[config.mk]
export PLATFORM = sky130hd
export DESIGN_NAME = http_connect_reply_parser
export DESIGN_NICKNAME = d
export VERILOG_FILES = /design/src/design/hcrp_pkg.sv /design/src/design/hcrp_front.sv /design/src/design/hcrp_queue.sv /design/src/design/hcrp_back.sv /design/src/design/http_connect_reply_parser.sv
export SDC_FILE = /design/constraint.sdc
export NUM_CORES = 1
export LEC_CHECK = 0
export BUFFER_PORTS_ARGS = -buffer_cell sky130_fd_sc_hd__buf_2
export CAP_MARGIN = 20
export CORE_UTILIZATION = 35
export DETAILED_ROUTE_END_ITERATION = 7
export PLACE_DENSITY_LB_ADDON = 0.2
export SYNTH_ARGS = -nofsm -noshare
export SYNTH_HDL_FRONTEND = slang
export SYNTH_SLANG_ARGS = --single-unit
[constraint.sdc]
create_clock -name clk -period 4.1 [get_ports clk]
set_input_delay 0.41 -clock clk [delete_from_list [all_inputs] [get_ports clk]]
set_output_delay 0.41 -clock clk [all_outputs]
set_load 0.02 [all_outputs]
[src/design/hcrp_pkg.sv]
// shared types, codes and constants for the connect reply parser
package hcrp_pkg;

    // character codes
    localparam logic [7:0] CH_CR = 8'd13;
    localparam logic [7:0] CH_LF = 8'd10;
    localparam logic [7:0] CH_SP = 8'd32;
    localparam logic [7:0] CH_D0 = 8'd48;
    localparam logic [7:0] CH_D9 = 8'd57;

    // status code handling
    localparam int          CODE_W    = 10;
    localparam int          CODE_SUMW = 14;
    localparam logic [CODE_W-1:0] CODE_MAX     = 10'd1023;
    localparam logic [CODE_W-1:0] CODE_OK      = 10'd200;
    localparam logic [CODE_W-1:0] CODE_AUTH    = 10'd407;
    localparam logic [CODE_W-1:0] CODE_NOHOST  = 10'd404;
    localparam logic [CODE_W-1:0] CODE_FORBID  = 10'd403;
    localparam logic [CODE_W-1:0] CODE_UNAVAIL = 10'd503;

    // queue between front and back
    localparam int QDEPTH = 4;
    localparam int QPTR_W = $clog2(QDEPTH);
    localparam int QCNT_W = $clog2(QDEPTH + 1);

    typedef enum logic [1:0] {
        REQ_START = 2'd0,
        REQ_BYTE  = 2'd1,
        REQ_CLOSE = 2'd2,
        REQ_ERROR = 2'd3
    } req_kind_t;

    typedef enum logic [1:0] {
        LERR_HOST    = 2'd0,
        LERR_REFUSED = 2'd1,
        LERR_READ    = 2'd2,
        LERR_OTHER   = 2'd3
    } link_err_t;

    typedef enum logic [3:0] {
        EV_NONE    = 4'd0,
        EV_OPEN    = 4'd1,
        EV_DATA    = 4'd2,
        EV_CLOSED  = 4'd3,
        EV_NEG     = 4'd4,
        EV_AUTH    = 4'd5,
        EV_HOST    = 4'd6,
        EV_REFUSED = 4'd7,
        EV_PCONN   = 4'd8,
        EV_READ    = 4'd9
    } event_t;

    // classified link event as it travels through the queue
    typedef struct packed {
        req_kind_t  kind;
        logic [7:0] data;
        link_err_t  err_kind;
        logic       is_cr;
        logic       is_lf;
        logic       is_sp;
        logic       is_digit;
        logic [3:0] digit;
    } item_t;

    // queue status seen by the front and back
    typedef struct packed {
        logic full;
        logic not_empty;
    } q_status_t;

endpackage

[src/design/hcrp_front.sv]
// front part: input handshake and byte classification
module hcrp_front
    import hcrp_pkg::*;
(
    input  logic        req_valid,
    output logic        req_stall,
    input  logic [1:0]  req_type,
    input  logic [7:0]  rx_byte,
    input  logic [1:0]  link_error_kind,
    input  q_status_t   q_status,
    output logic        push,
    output item_t       push_item
);

    logic [7:0] digit_off;

    // stall only when the queue has no room
    assign req_stall = q_status.full;
    assign push      = req_valid && !q_status.full;

    // classify the byte once so the back needs only flag tests
    assign digit_off = rx_byte - CH_D0;

    always_comb
    begin
        push_item.kind     = req_kind_t'(req_type);
        push_item.data     = rx_byte;
        push_item.err_kind = link_err_t'(link_error_kind);
        push_item.is_cr    = (rx_byte == CH_CR);
        push_item.is_lf    = (rx_byte == CH_LF);
        push_item.is_sp    = (rx_byte == CH_SP);
        push_item.is_digit = (rx_byte >= CH_D0) && (rx_byte <= CH_D9);
        push_item.digit    = digit_off[3:0];
    end

endmodule

[src/design/hcrp_queue.sv]
// short fifo of classified items between front and back
module hcrp_queue
    import hcrp_pkg::*;
(
    input  logic      clk,
    input  logic      rst_n,
    input  logic      push,
    input  item_t     push_item,
    input  logic      pop,
    output item_t     pop_item,
    output q_status_t q_status
);

    item_t             mem_reg [QDEPTH];
    logic [QPTR_W-1:0] wr_ptr_reg, wr_ptr_next;
    logic [QPTR_W-1:0] rd_ptr_reg, rd_ptr_next;
    logic [QCNT_W-1:0] count_reg, count_next;

    // entry storage
    always_ff @(posedge clk)
    begin
        if (push)
        begin
            mem_reg[wr_ptr_reg] <= push_item;
        end
    end

    // pointer and fill count update
    always_comb
    begin
        wr_ptr_next = push ? wr_ptr_reg + 1'b1 : wr_ptr_reg;
        rd_ptr_next = pop ? rd_ptr_reg + 1'b1 : rd_ptr_reg;
        count_next  = count_reg;
        if (push && !pop)
        begin
            count_next = count_reg + 1'b1;
        end
        else if (!push && pop)
        begin
            count_next = count_reg - 1'b1;
        end
    end

    always_ff @(posedge clk or negedge rst_n)
    begin
        if (!rst_n)
        begin
            wr_ptr_reg <= '0;
            rd_ptr_reg <= '0;
            count_reg  <= '0;
        end
        else
        begin
            wr_ptr_reg <= wr_ptr_next;
            rd_ptr_reg <= rd_ptr_next;
            count_reg  <= count_next;
        end
    end

    // head entry and status
    assign pop_item           = mem_reg[rd_ptr_reg];
    assign q_status.full      = (count_reg == QCNT_W'(QDEPTH));
    assign q_status.not_empty = (count_reg != '0);

    // fill count never passes the depth
    a_count_bound: assert property (@(posedge clk) disable iff (!rst_n)
        count_reg <= QCNT_W'(QDEPTH))
        else $error("queue count beyond depth");

    // no push into a full queue without a pop, no pop from an empty one
    a_no_overflow: assert property (@(posedge clk) disable iff (!rst_n)
        !(push && q_status.full && !pop))
        else $error("push into full queue");

    a_no_underflow: assert property (@(posedge clk) disable iff (!rst_n)
        pop |-> q_status.not_empty)
        else $error("pop from empty queue");

    // pointers stay apart by the fill count, modulo the queue depth
    a_ptr_count: assert property (@(posedge clk) disable iff (!rst_n)
        QPTR_W'(wr_ptr_reg - rd_ptr_reg) == count_reg[QPTR_W-1:0])
        else $error("queue pointers disagree with count");

endmodule

[src/design/hcrp_back.sv]
// back part: reply parse state machine and result register
module hcrp_back
    import hcrp_pkg::*;
(
    input  logic       clk,
    input  logic       rst_n,
    input  q_status_t  q_status,
    input  item_t      pop_item,
    output logic       pop,
    output logic       res_valid,
    input  logic       res_stall,
    output logic [3:0] event_res,
    output logic [7:0] data_byte
);

    typedef enum logic [5:0] {
        PH_IDLE  = 6'b000001,
        PH_PROTO = 6'b000010,
        PH_CODE  = 6'b000100,
        PH_MSG   = 6'b001000,
        PH_HDRS  = 6'b010000,
        PH_OPEN  = 6'b100000
    } phase_t;

    phase_t              phase_reg, phase_next;
    logic                cr_reg, cr_next;
    logic                lhc_reg, lhc_next;
    logic [CODE_W-1:0]   value_reg, value_next;
    logic                bad_reg, bad_next;
    logic                res_valid_reg, res_valid_next;
    event_t              event_reg, event_next;
    logic [7:0]          data_reg, data_next;

    logic [CODE_SUMW-1:0] code_sum;
    logic [CODE_W-1:0]    code_sat;
    event_t               mapped_ev;
    logic                 parsing;

    // take the head item whenever the result register can load
    assign pop = q_status.not_empty && (!res_valid_reg || !res_stall);

    // decimal accumulate with saturation
    assign code_sum = CODE_SUMW'(value_reg) * CODE_SUMW'(10) + CODE_SUMW'(pop_item.digit);
    assign code_sat = (code_sum > CODE_SUMW'(CODE_MAX)) ? CODE_MAX : code_sum[CODE_W-1:0];

    assign parsing = (phase_reg != PH_IDLE) && (phase_reg != PH_OPEN);

    // reply code to event
    always_comb
    begin
        if (bad_reg)
        begin
            mapped_ev = EV_NEG;
        end
        else if (value_reg == CODE_OK)
        begin
            mapped_ev = EV_OPEN;
        end
        else if (value_reg == CODE_AUTH)
        begin
            mapped_ev = EV_AUTH;
        end
        else if (value_reg == CODE_NOHOST)
        begin
            mapped_ev = EV_HOST;
        end
        else if (value_reg == CODE_UNAVAIL)
        begin
            mapped_ev = EV_REFUSED;
        end
        else
        begin
            // forbidden and every other code
            mapped_ev = EV_NEG;
        end
    end

    // parse state and event for the popped item
    always_comb
    begin
        phase_next = phase_reg;
        cr_next    = cr_reg;
        lhc_next   = lhc_reg;
        value_next = value_reg;
        bad_next   = bad_reg;
        event_next = EV_NONE;
        data_next  = 8'd0;
        if (pop)
        begin
            case (pop_item.kind)
                REQ_START:
                begin
                    phase_next = PH_PROTO;
                    cr_next    = 1'b0;
                    lhc_next   = 1'b0;
                    value_next = '0;
                    bad_next   = 1'b0;
                end
                REQ_BYTE:
                begin
                    if (phase_reg == PH_OPEN)
                    begin
                        event_next = EV_DATA;
                        data_next  = pop_item.data;
                    end
                    else if (parsing && cr_reg && pop_item.is_lf)
                    begin
                        // end of line at cr lf
                        cr_next = 1'b0;
                        if (lhc_reg)
                        begin
                            lhc_next   = 1'b0;
                            phase_next = PH_HDRS;
                            if (phase_reg == PH_PROTO || phase_reg == PH_CODE)
                            begin
                                bad_next = 1'b1;
                            end
                        end
                        else
                        begin
                            // blank line: empty first line or end of headers
                            event_next = (phase_reg == PH_HDRS) ? mapped_ev : EV_NEG;
                            phase_next = (phase_reg == PH_HDRS && mapped_ev == EV_OPEN)
                                         ? PH_OPEN : PH_IDLE;
                            lhc_next   = 1'b0;
                            value_next = '0;
                            bad_next   = 1'b0;
                        end
                    end
                    else if (parsing)
                    begin
                        // a held cr turns into content, then the new byte
                        cr_next = pop_item.is_cr;
                        if (cr_reg || !pop_item.is_cr)
                        begin
                            lhc_next = 1'b1;
                        end
                        if (cr_reg && phase_reg == PH_CODE)
                        begin
                            bad_next = 1'b1;
                        end
                        if (!pop_item.is_cr)
                        begin
                            if (phase_reg == PH_PROTO && pop_item.is_sp)
                            begin
                                phase_next = PH_CODE;
                            end
                            else if (phase_reg == PH_CODE)
                            begin
                                if (pop_item.is_sp)
                                begin
                                    phase_next = PH_MSG;
                                end
                                else if (pop_item.is_digit)
                                begin
                                    value_next = code_sat;
                                end
                                else
                                begin
                                    bad_next = 1'b1;
                                end
                            end
                        end
                    end
                end
                REQ_CLOSE:
                begin
                    event_next = (phase_reg == PH_OPEN) ? EV_CLOSED : EV_NEG;
                    phase_next = PH_IDLE;
                    cr_next    = 1'b0;
                    lhc_next   = 1'b0;
                    value_next = '0;
                    bad_next   = 1'b0;
                end
                REQ_ERROR:
                begin
                    if (phase_reg == PH_OPEN)
                    begin
                        event_next = EV_READ;
                    end
                    else if (pop_item.err_kind == LERR_HOST ||
                             pop_item.err_kind == LERR_REFUSED)
                    begin
                        event_next = EV_PCONN;
                    end
                    else if (pop_item.err_kind == LERR_READ)
                    begin
                        event_next = EV_NEG;
                    end
                    else
                    begin
                        event_next = EV_NONE;
                    end
                    phase_next = PH_IDLE;
                    cr_next    = 1'b0;
                    lhc_next   = 1'b0;
                    value_next = '0;
                    bad_next   = 1'b0;
                end
                default:
                begin
                    phase_next = phase_reg;
                end
            endcase
        end
    end

    // result register valid: load on pop, clear when taken
    always_comb
    begin
        if (pop)
        begin
            res_valid_next = 1'b1;
        end
        else if (!res_stall)
        begin
            res_valid_next = 1'b0;
        end
        else
        begin
            res_valid_next = res_valid_reg;
        end
    end

    always_ff @(posedge clk or negedge rst_n)
    begin
        if (!rst_n)
        begin
            phase_reg     <= PH_IDLE;
            cr_reg        <= 1'b0;
            lhc_reg       <= 1'b0;
            value_reg     <= '0;
            bad_reg       <= 1'b0;
            res_valid_reg <= 1'b0;
        end
        else
        begin
            phase_reg     <= phase_next;
            cr_reg        <= cr_next;
            lhc_reg       <= lhc_next;
            value_reg     <= value_next;
            bad_reg       <= bad_next;
            res_valid_reg <= res_valid_next;
        end
    end

    // result payload
    always_ff @(posedge clk)
    begin
        if (pop)
        begin
            event_reg <= event_next;
            data_reg  <= data_next;
        end
    end

    assign res_valid = res_valid_reg;
    assign event_res = event_reg;
    assign data_byte = data_reg;

    // data byte is zero unless the beat carries data
    a_data_zero: assert property (@(posedge clk) disable iff (!rst_n)
        (res_valid && event_res != EV_DATA) |-> data_byte == 8'd0)
        else $error("data byte set on non-data beat");

    // outside parsing all line state is clear
    a_clear_outside: assert property (@(posedge clk) disable iff (!rst_n)
        !parsing |-> (!cr_reg && !lhc_reg && value_reg == '0 && !bad_reg))
        else $error("parse state left over outside negotiation");

    // a tunnel open event leaves the block open
    a_open_phase: assert property (@(posedge clk) disable iff (!rst_n)
        (pop && event_next == EV_OPEN) |=> phase_reg == PH_OPEN)
        else $error("tunnel open without open phase");

    // data events only come from an open tunnel
    a_data_open: assert property (@(posedge clk) disable iff (!rst_n)
        (pop && event_next == EV_DATA) |-> phase_reg == PH_OPEN)
        else $error("data event outside open tunnel");

endmodule

[src/design/http_connect_reply_parser.sv]
// top level of the proxy connect reply parser
//
//   channel   direction  handshake            beat contents
//   req       in         req_valid/req_stall  req_type, rx_byte, link_error_kind
//   res       out        res_valid/res_stall  event_res, data_byte
//
// one beat in gives exactly one beat out, one beat per cycle sustained while res_stall is low
// the back state machine handles one queued item per cycle while the result
// register can load; an accepted input is written to the queue, then popped
// into the result register, and earlier items or res_stall can hold it queued
// reset clears the queue, the parse state and the result valid
// req_stall rises only when the four-entry queue is full; a stalled res
// holds its beat while the queue keeps taking input
module http_connect_reply_parser
    import hcrp_pkg::*;
(
    input  logic       clk,
    input  logic       rst_n,
    input  logic       req_valid,
    output logic       req_stall,
    input  logic [1:0] req_type,
    input  logic [7:0] rx_byte,
    input  logic [1:0] link_error_kind,
    output logic       res_valid,
    input  logic       res_stall,
    output logic [3:0] event_res,
    output logic [7:0] data_byte
);

    q_status_t q_status;
    logic      push;
    logic      pop;
    item_t     push_item;
    item_t     pop_item;

    // input side
    hcrp_front u_front (
        .req_valid       (req_valid),
        .req_stall       (req_stall),
        .req_type        (req_type),
        .rx_byte         (rx_byte),
        .link_error_kind (link_error_kind),
        .q_status        (q_status),
        .push            (push),
        .push_item       (push_item)
    );

    // decoupling queue
    hcrp_queue u_queue (
        .clk       (clk),
        .rst_n     (rst_n),
        .push      (push),
        .push_item (push_item),
        .pop       (pop),
        .pop_item  (pop_item),
        .q_status  (q_status)
    );

    // parse and result side
    hcrp_back u_back (
        .clk       (clk),
        .rst_n     (rst_n),
        .q_status  (q_status),
        .pop_item  (pop_item),
        .pop       (pop),
        .res_valid (res_valid),
        .res_stall (res_stall),
        .event_res (event_res),
        .data_byte (data_byte)
    );

endmodule
# [Word level (Yosys, flattened, before mapping)]
# Memories as Yosys holds them, arrays and structs flattened.
# Cells that the tools add are included.
[totals] register_bits=39 ram_bits=80 output_inout_bits=14 memories=1
[mem_list] memory="u_queue.mem_reg" depth=4 word_bits=20 read_ports=1 rd_ports_with_merged_regs=0 write_ports=1 line="hcrp_queue.sv:14" source="item_t mem_reg [QDEPTH];"
[op_classes] addsub=6 n_mul=1 magnitude_cmp=3 eq_ne=33 n_mux=62 n_reduce_logical=33
[op_table] cell="10-bit two-way mux" n=10
[op_table] cell="6-bit two-way mux" n=9
[op_table] cell="4-bit two-way mux" n=10
[op_table] cell="10-bit by 9-bit == test with 1-bit output (second input constant)" n=3
[op_table] cell="1-bit two-way mux" n=22
[op_table] cell="10-bit one-hot mux with 2 select lines" n=1
[op_table] cell="6-bit one-hot mux with 3 select lines" n=1
[op_table] cell="8-bit by 4-bit == test with 1-bit output (second input constant)" n=2
[op_table] cell="14-bit by 4-bit adder with 14-bit output" n=1
[op_table] cell="14-bit by 10-bit greater-than comparator with 1-bit output (second input constant)" n=1
[op_table] cell="10-bit by 3-bit multiplier with 13-bit output (second input constant)" n=1
[op_table] cell="3-bit two-way mux" n=4
[op_table] cell="4-bit one-hot mux with 3 select lines" n=1
[op_table] cell="1-bit logical AND" n=11
[op_table] cell="10-bit by 8-bit == test with 1-bit output (second input constant)" n=1
[op_table] cell="3-bit by 1-bit inequality test with 1-bit output (second input constant)" n=3
[op_table] cell="3-bit inequality test (second input constant)" n=3
[op_table] cell="9-bit AND reduction" n=1
[op_table] cell="8-bit by 6-bit == test with 1-bit output (second input constant)" n=1
[op_table] cell="8-bit by 6-bit greater-or-equal comparator with 1-bit output (second input constant)" n=1
[op_table] cell="8-bit by 6-bit less-or-equal comparator with 1-bit output (second input constant)" n=1
[op_table] cell="4-bit by 1-bit inequality test with 1-bit output (second input constant)" n=2
[op_table] cell="4-bit AND reduction" n=2
[op_table] cell="2-bit == test (second input constant)" n=3
[op_table] cell="other kinds (29)" n=43

# [Depth between registers and ports, before layout]
[depth] ltp_word=13 ltp_mapped=11 depth_no_buf=11

# [Hierarchy]
# From an unflattened synthesis, not the netlist that was laid out.
[unflattened] hier_cells=414 hier_area_um2=5983.2
[by_module_without_submodules] module="hcrp_queue" instances=1 cells_each=138 area_per_inst_um2=3284.4 seq_area_each_um2=2577.5
[by_module_without_submodules] module="hcrp_back" instances=1 cells_each=248 area_per_inst_um2=2489.9 seq_area_each_um2=862.1
[by_module_without_submodules] module="hcrp_front" instances=1 cells_each=28 area_per_inst_um2=209.0 seq_area_each_um2=0.0

# [Worst setup path before layout]
# No wires, ideal clock.
[synth_timing] path_type="reg2reg" from="register u_queue.rd_ptr_reg[0]" to="register u_back.value_reg[0]" arrival_ns=3.290 path_slack_ns=0.728 path_stages_with_launch=11 path_buffers=2 path_cell_list="dfrtp_1 buf_6 buf_1 mux4_2 ha_1 a21oi_1 nor4_1 nand2_1 nor3b_1 mux2_2 a31oi_1"
[synth_between] elab_chain_len=13 elab_cells_between_ends=29 cone_classes="add/sub: 1; order compare: 1; eq/ne: 11; mux: 10; reduce/logical: 5; memory: 1"
[synth_rtl] item="from (decl)" line="hcrp_queue.sv:16" source="logic [QPTR_W-1:0] rd_ptr_reg, rd_ptr_next;"
[synth_rtl] item="from (signal assigned)" line="hcrp_queue.sv:55" source="rd_ptr_reg <= rd_ptr_next;"
[synth_rtl] item="memory 4 x 20 bit *"
[synth_rtl] item="14-bit by 4-bit adder with 14-bit output" line="hcrp_back.sv:43" source="assign code_sum = CODE_SUMW'(value_reg) * CODE_SUMW'(10) + CODE_SUMW'(pop_item.digit);"
[synth_rtl] item="14-bit by 10-bit greater-than comparator with 1-bit output" line="hcrp_back.sv:44" source="assign code_sat = (code_sum > CODE_SUMW'(CODE_MAX)) ? CODE_MAX : code_sum[CODE_W-1:0];"
[synth_rtl] item="10-bit two-way mux" line="hcrp_back.sv:44"
[synth_rtl] item="10-bit two-way mux" line="hcrp_back.sv:154" source="else if (pop_item.is_digit)"
[synth_rtl] item="10-bit two-way mux" line="hcrp_back.sv:150" source="if (pop_item.is_sp)"
[synth_rtl] item="10-bit two-way mux" line="hcrp_back.sv:148" source="else if (phase_reg == PH_CODE)"
[synth_rtl] item="10-bit two-way mux" line="hcrp_back.sv:144" source="if (phase_reg == PH_PROTO && pop_item.is_sp)"
[synth_rtl] item="10-bit two-way mux" line="hcrp_back.sv:142" source="if (!pop_item.is_cr)"
[synth_rtl] item="10-bit two-way mux" line="hcrp_back.sv:130" source="else if (parsing)"
[synth_rtl] item="10-bit two-way mux" line="hcrp_back.sv:106" source="else if (parsing && cr_reg && pop_item.is_lf)"
[synth_rtl] item="10-bit two-way mux" line="hcrp_back.sv:101" source="if (phase_reg == PH_OPEN)"
[synth_rtl] item="10-bit one-hot mux with 2 select lines" line="hcrp_back.sv:90" source="case (pop_item.kind)"
[synth_rtl] item="to (signal assigned)" line="hcrp_back.sv:241" source="value_reg <= value_next;"
[synth_rtl] item="to (decl)" line="hcrp_back.sv:28" source="logic [CODE_W-1:0] value_reg, value_next;"
# Mark *: on every way between the ends. The rest lies on a longest branch, timed or not. The select of a mux whose other input is x is not followed.
# A chain may end at the register's enable or synchronous reset.

# [Final worst setup path]
[layout_timing] from="register u_back.value_reg[1]" to="register u_back.value_reg[5]"
[layout_between] elab_chain_len=13
[layout_rtl] item="10-bit by 3-bit multiplier with 13-bit output *" line="hcrp_back.sv:43"
[layout_rtl] item="14-bit by 4-bit adder with 14-bit output *" line="hcrp_back.sv:43"
[layout_rtl] item="14-bit by 10-bit greater-than comparator with 1-bit output" line="hcrp_back.sv:44"
[layout_rtl] item="10-bit two-way mux *" line="hcrp_back.sv:44"
[layout_rtl] item="10-bit two-way mux *" line="hcrp_back.sv:154"
[layout_rtl] item="10-bit two-way mux *" line="hcrp_back.sv:150"
[layout_rtl] item="10-bit two-way mux *" line="hcrp_back.sv:148"
[layout_rtl] item="10-bit two-way mux *" line="hcrp_back.sv:144"
[layout_rtl] item="10-bit two-way mux *" line="hcrp_back.sv:142"
[layout_rtl] item="10-bit two-way mux *" line="hcrp_back.sv:130"
[layout_rtl] item="10-bit two-way mux *" line="hcrp_back.sv:106"
[layout_rtl] item="10-bit two-way mux *" line="hcrp_back.sv:101"
[layout_rtl] item="10-bit one-hot mux with 2 select lines *" line="hcrp_back.sv:90"
# Marks and branches as above.

==> metrics.cfg <==
[synth]
mappedNetlistNets=422
synthCells=379
yosysWarnings=0
syn_avg_cell_area_um2=13.7
synth_cell_types=62
synth.area.top_cells=edfxtp_1 44%, dfrtp_1 13%, mux4_2 6.9%, ha_1 5.8%, xnor2_1 2.4%
yosysSeqAreaShare_pct=57.0
synth_async_sr_flop_share_pct=26.2
ys_ff_latch=103
synth_edf_count=76
syn_area_mm2=0.00519
synth_top_area_cell=edfxtp_1
synth_top_area_share_pct=44.0
ys.flop_type=edfxtp_1

[cts]
cts-htree-levels=3
clockRootBuffer=clkbuf_16
ctsResizeCount=0
post-cts-setup-buffer-count=0
cts_sinks=103
path_clk_slew_ns=0.08
hold_buffers=0
cts_tree=built
cts_buffers=9
worstSkewPairLatency_ns=0.35
clk_path_buf_depth=2

[setup_path]
crit_required_ns=4.30
worstSetupPathType=reg -> reg
critPathMaxFanout=10
max_stage_delay_ns=0.53
crit_path_frequent_cell=ha_1
cp-start-kind=flop
crit_chain=ha_1 -> ha_1 -> inv_1 -> fa_1 -> nor2b_2 -> o22ai_2 -> xnor2_1 -> o311a_1 -> o21ai_1 -> nor4b_4 -> a31oi_1
crit_path_top_delay_cell=nor4b_4
end_kind=flop
cp.arrival_ns=3.59

[route]
drt_iter0_drc=315
dr.pass1.iters=5
route.detailed.drc=0
ant_nets=0
viasPerCell=5.37
via_count=3245
routedWlPerCell_um=17.7
wl_um=10700

[power]
leakage_nw=2.29
vdd_drop_max_mv=0.240
p_per_area_mw_per_mm2=689
power_w=0.00405

[timing]
holdWs_ns=0.0981
period_share_pct=82.6
fmax_mhz=295
drv_slew=0
grt_setup_unrepaired=false
period_needed_ns=3.39
clock-skew-final_ns=0.00973
hold_viol_final=0
relSlewSlack_pct=41.2
setup-violations-final=0
tightestPinTransition_ns=0.882
setup_tns_ns=0

[layout]
largest_register_ffs=64
n_antenna_cell=0
seqCellArea_mm2=0.00296
syn_to_final_growth_pct=13.3
final_cell_mix=76 x edfxtp_1, 29 x buf_2, 26 x dfrtp_1
layout_commonest_cell=edfxtp_1
fillers=1367
post-route-util_pct=40.6
fin_nets=458
multi_input_area_mm2=0.00210
final_cells=604
layout-drive-gt1-share_pct=20.7

[place]
port_buffers=29
dpl.cell_count=588
dp_hpwl_um=7520
finalWeightedCongestion=0.830

[global_route]
grt_pass1_wl_um=17400
grt_max_degree=28
grt_pass1_vias=3265
track_usage_pct=15.3
antenna_found_initial=0
overflow=0

[run_status]
outcome=completed

[worst_hold_path]
hold_class=in -> async

[floorplan]
core-area_mm2=0.0145
ios=30
rows=44
dieWidth_um=124
initial_core_util_pct=35.8
die_h_um=124
die-area_mm2=0.0153

[flow_run]
maxCapViolCount=0

power by group:
group / switching [W] / internal [W]
sequential: 0.000155 / 0.00139
clock: 0.000445 / 0.000448
combinational: 0.000953 / 0.000661
total: 0.00155 / 0.00250
cell type report:
class                   instances  share of cell area, %
clock buffers                   9                   3.83
clock inverters                 7                   1.72
inverters                      18                   1.15
multi-input cells             247                   35.7
flip-flops and latches        103                   50.3
well taps                     184                   3.91
repair buffers                 36                   3.36
cell usage after synthesis, types with 5 or more instances:
master,instances
xnor2_1,14
xor2_1,7
nor3_1,10
nand2_1,17
dfrtp_1,26
nor2_1,22
nand4_1,5
a21oi_1,21
mux4_2,16
and2_1,5
a21o_1,5
nor3b_1,5
inv_1,18
o21ai_0,11
edfxtp_1,76
and3_1,11
a31oi_1,12
ha_1,24
critical path: cells and delay by family, from the launching register on:
| kind | cells | cell delay (ns) |
|---|---|---|
| adder cells (fa/ha/maj) | 3 | 0.91 |
| AND/OR/NAND/NOR | 2 | 0.81 |
| AO/OA/AOI/OAI | 4 | 0.81 |
| flip-flops | 1 | 0.49 |
| XOR/XNOR | 1 | 0.18 |
| buffers and inverters | 1 | 0.06 |
per-stage QoR:
stage	setup WS [ns]	area, um^2
after detailed placement	0.710	5550
final	0.712	5880
after floorplan	0.728	5190
after CTS	0.701	5880
after global routing	0.480	5880
after global placement	0.870	5550
metal layers:
layer	up-vias	wire, um	global-route usage (%)
met2	72	5260	25.3
met5	-	0	0
met4	0	93	4.52
met1	1621	4950	20.5
li1	1545	-	-
met3	7	399	2.88
worst paths after layout:
| path | slack [ns] | startpoint | endpoint | cells after the start |
|---|---|---|---|---|
| worst max register to register | 0.71 | u_back.value_reg[1]$_DFFE_PN0P_ | u_back.value_reg[5]$_DFFE_PN0P_ | 11 |
| max in group asynchronous | 3.56 | rst_n | u_back.phase_reg[4]$_DFFE_PN0P_ | 1 |
| worst min-delay path | 0.1 | rst_n | u_back.value_reg[9]$_DFFE_PN0P_ | 1 |
| min in group clk | 0.27 | link_error_kind[0] | u_queue.mem_reg[1][8]$_DFFE_PP_ | 1 |
| worst max-delay path | 0.71 | u_back.value_reg[1]$_DFFE_PN0P_ | u_back.value_reg[5]$_DFFE_PN0P_ | 11 |
| worst min register to register | 0.51 | u_queue.count_reg[2]$_DFFE_PN0P_ | u_queue.count_reg[2]$_DFFE_PN0P_ | 1 |
cells by family (layout without fill, tap and decap cells):
logic type,count (synthesis),after routing,synth area share (%)
xor gates and xnor gates,21,21,3.54
AOI/OAI and AO/OA,74,74,10.2
and+or+nand+nor,106,106,12.2
adders and majority gates,27,27,6.94
muxes,19,19,7.59
buffers and inverters,29,70,2.53
DFF,103,103,57.0
No activity file was read; power rests on OpenSTA's default activity.
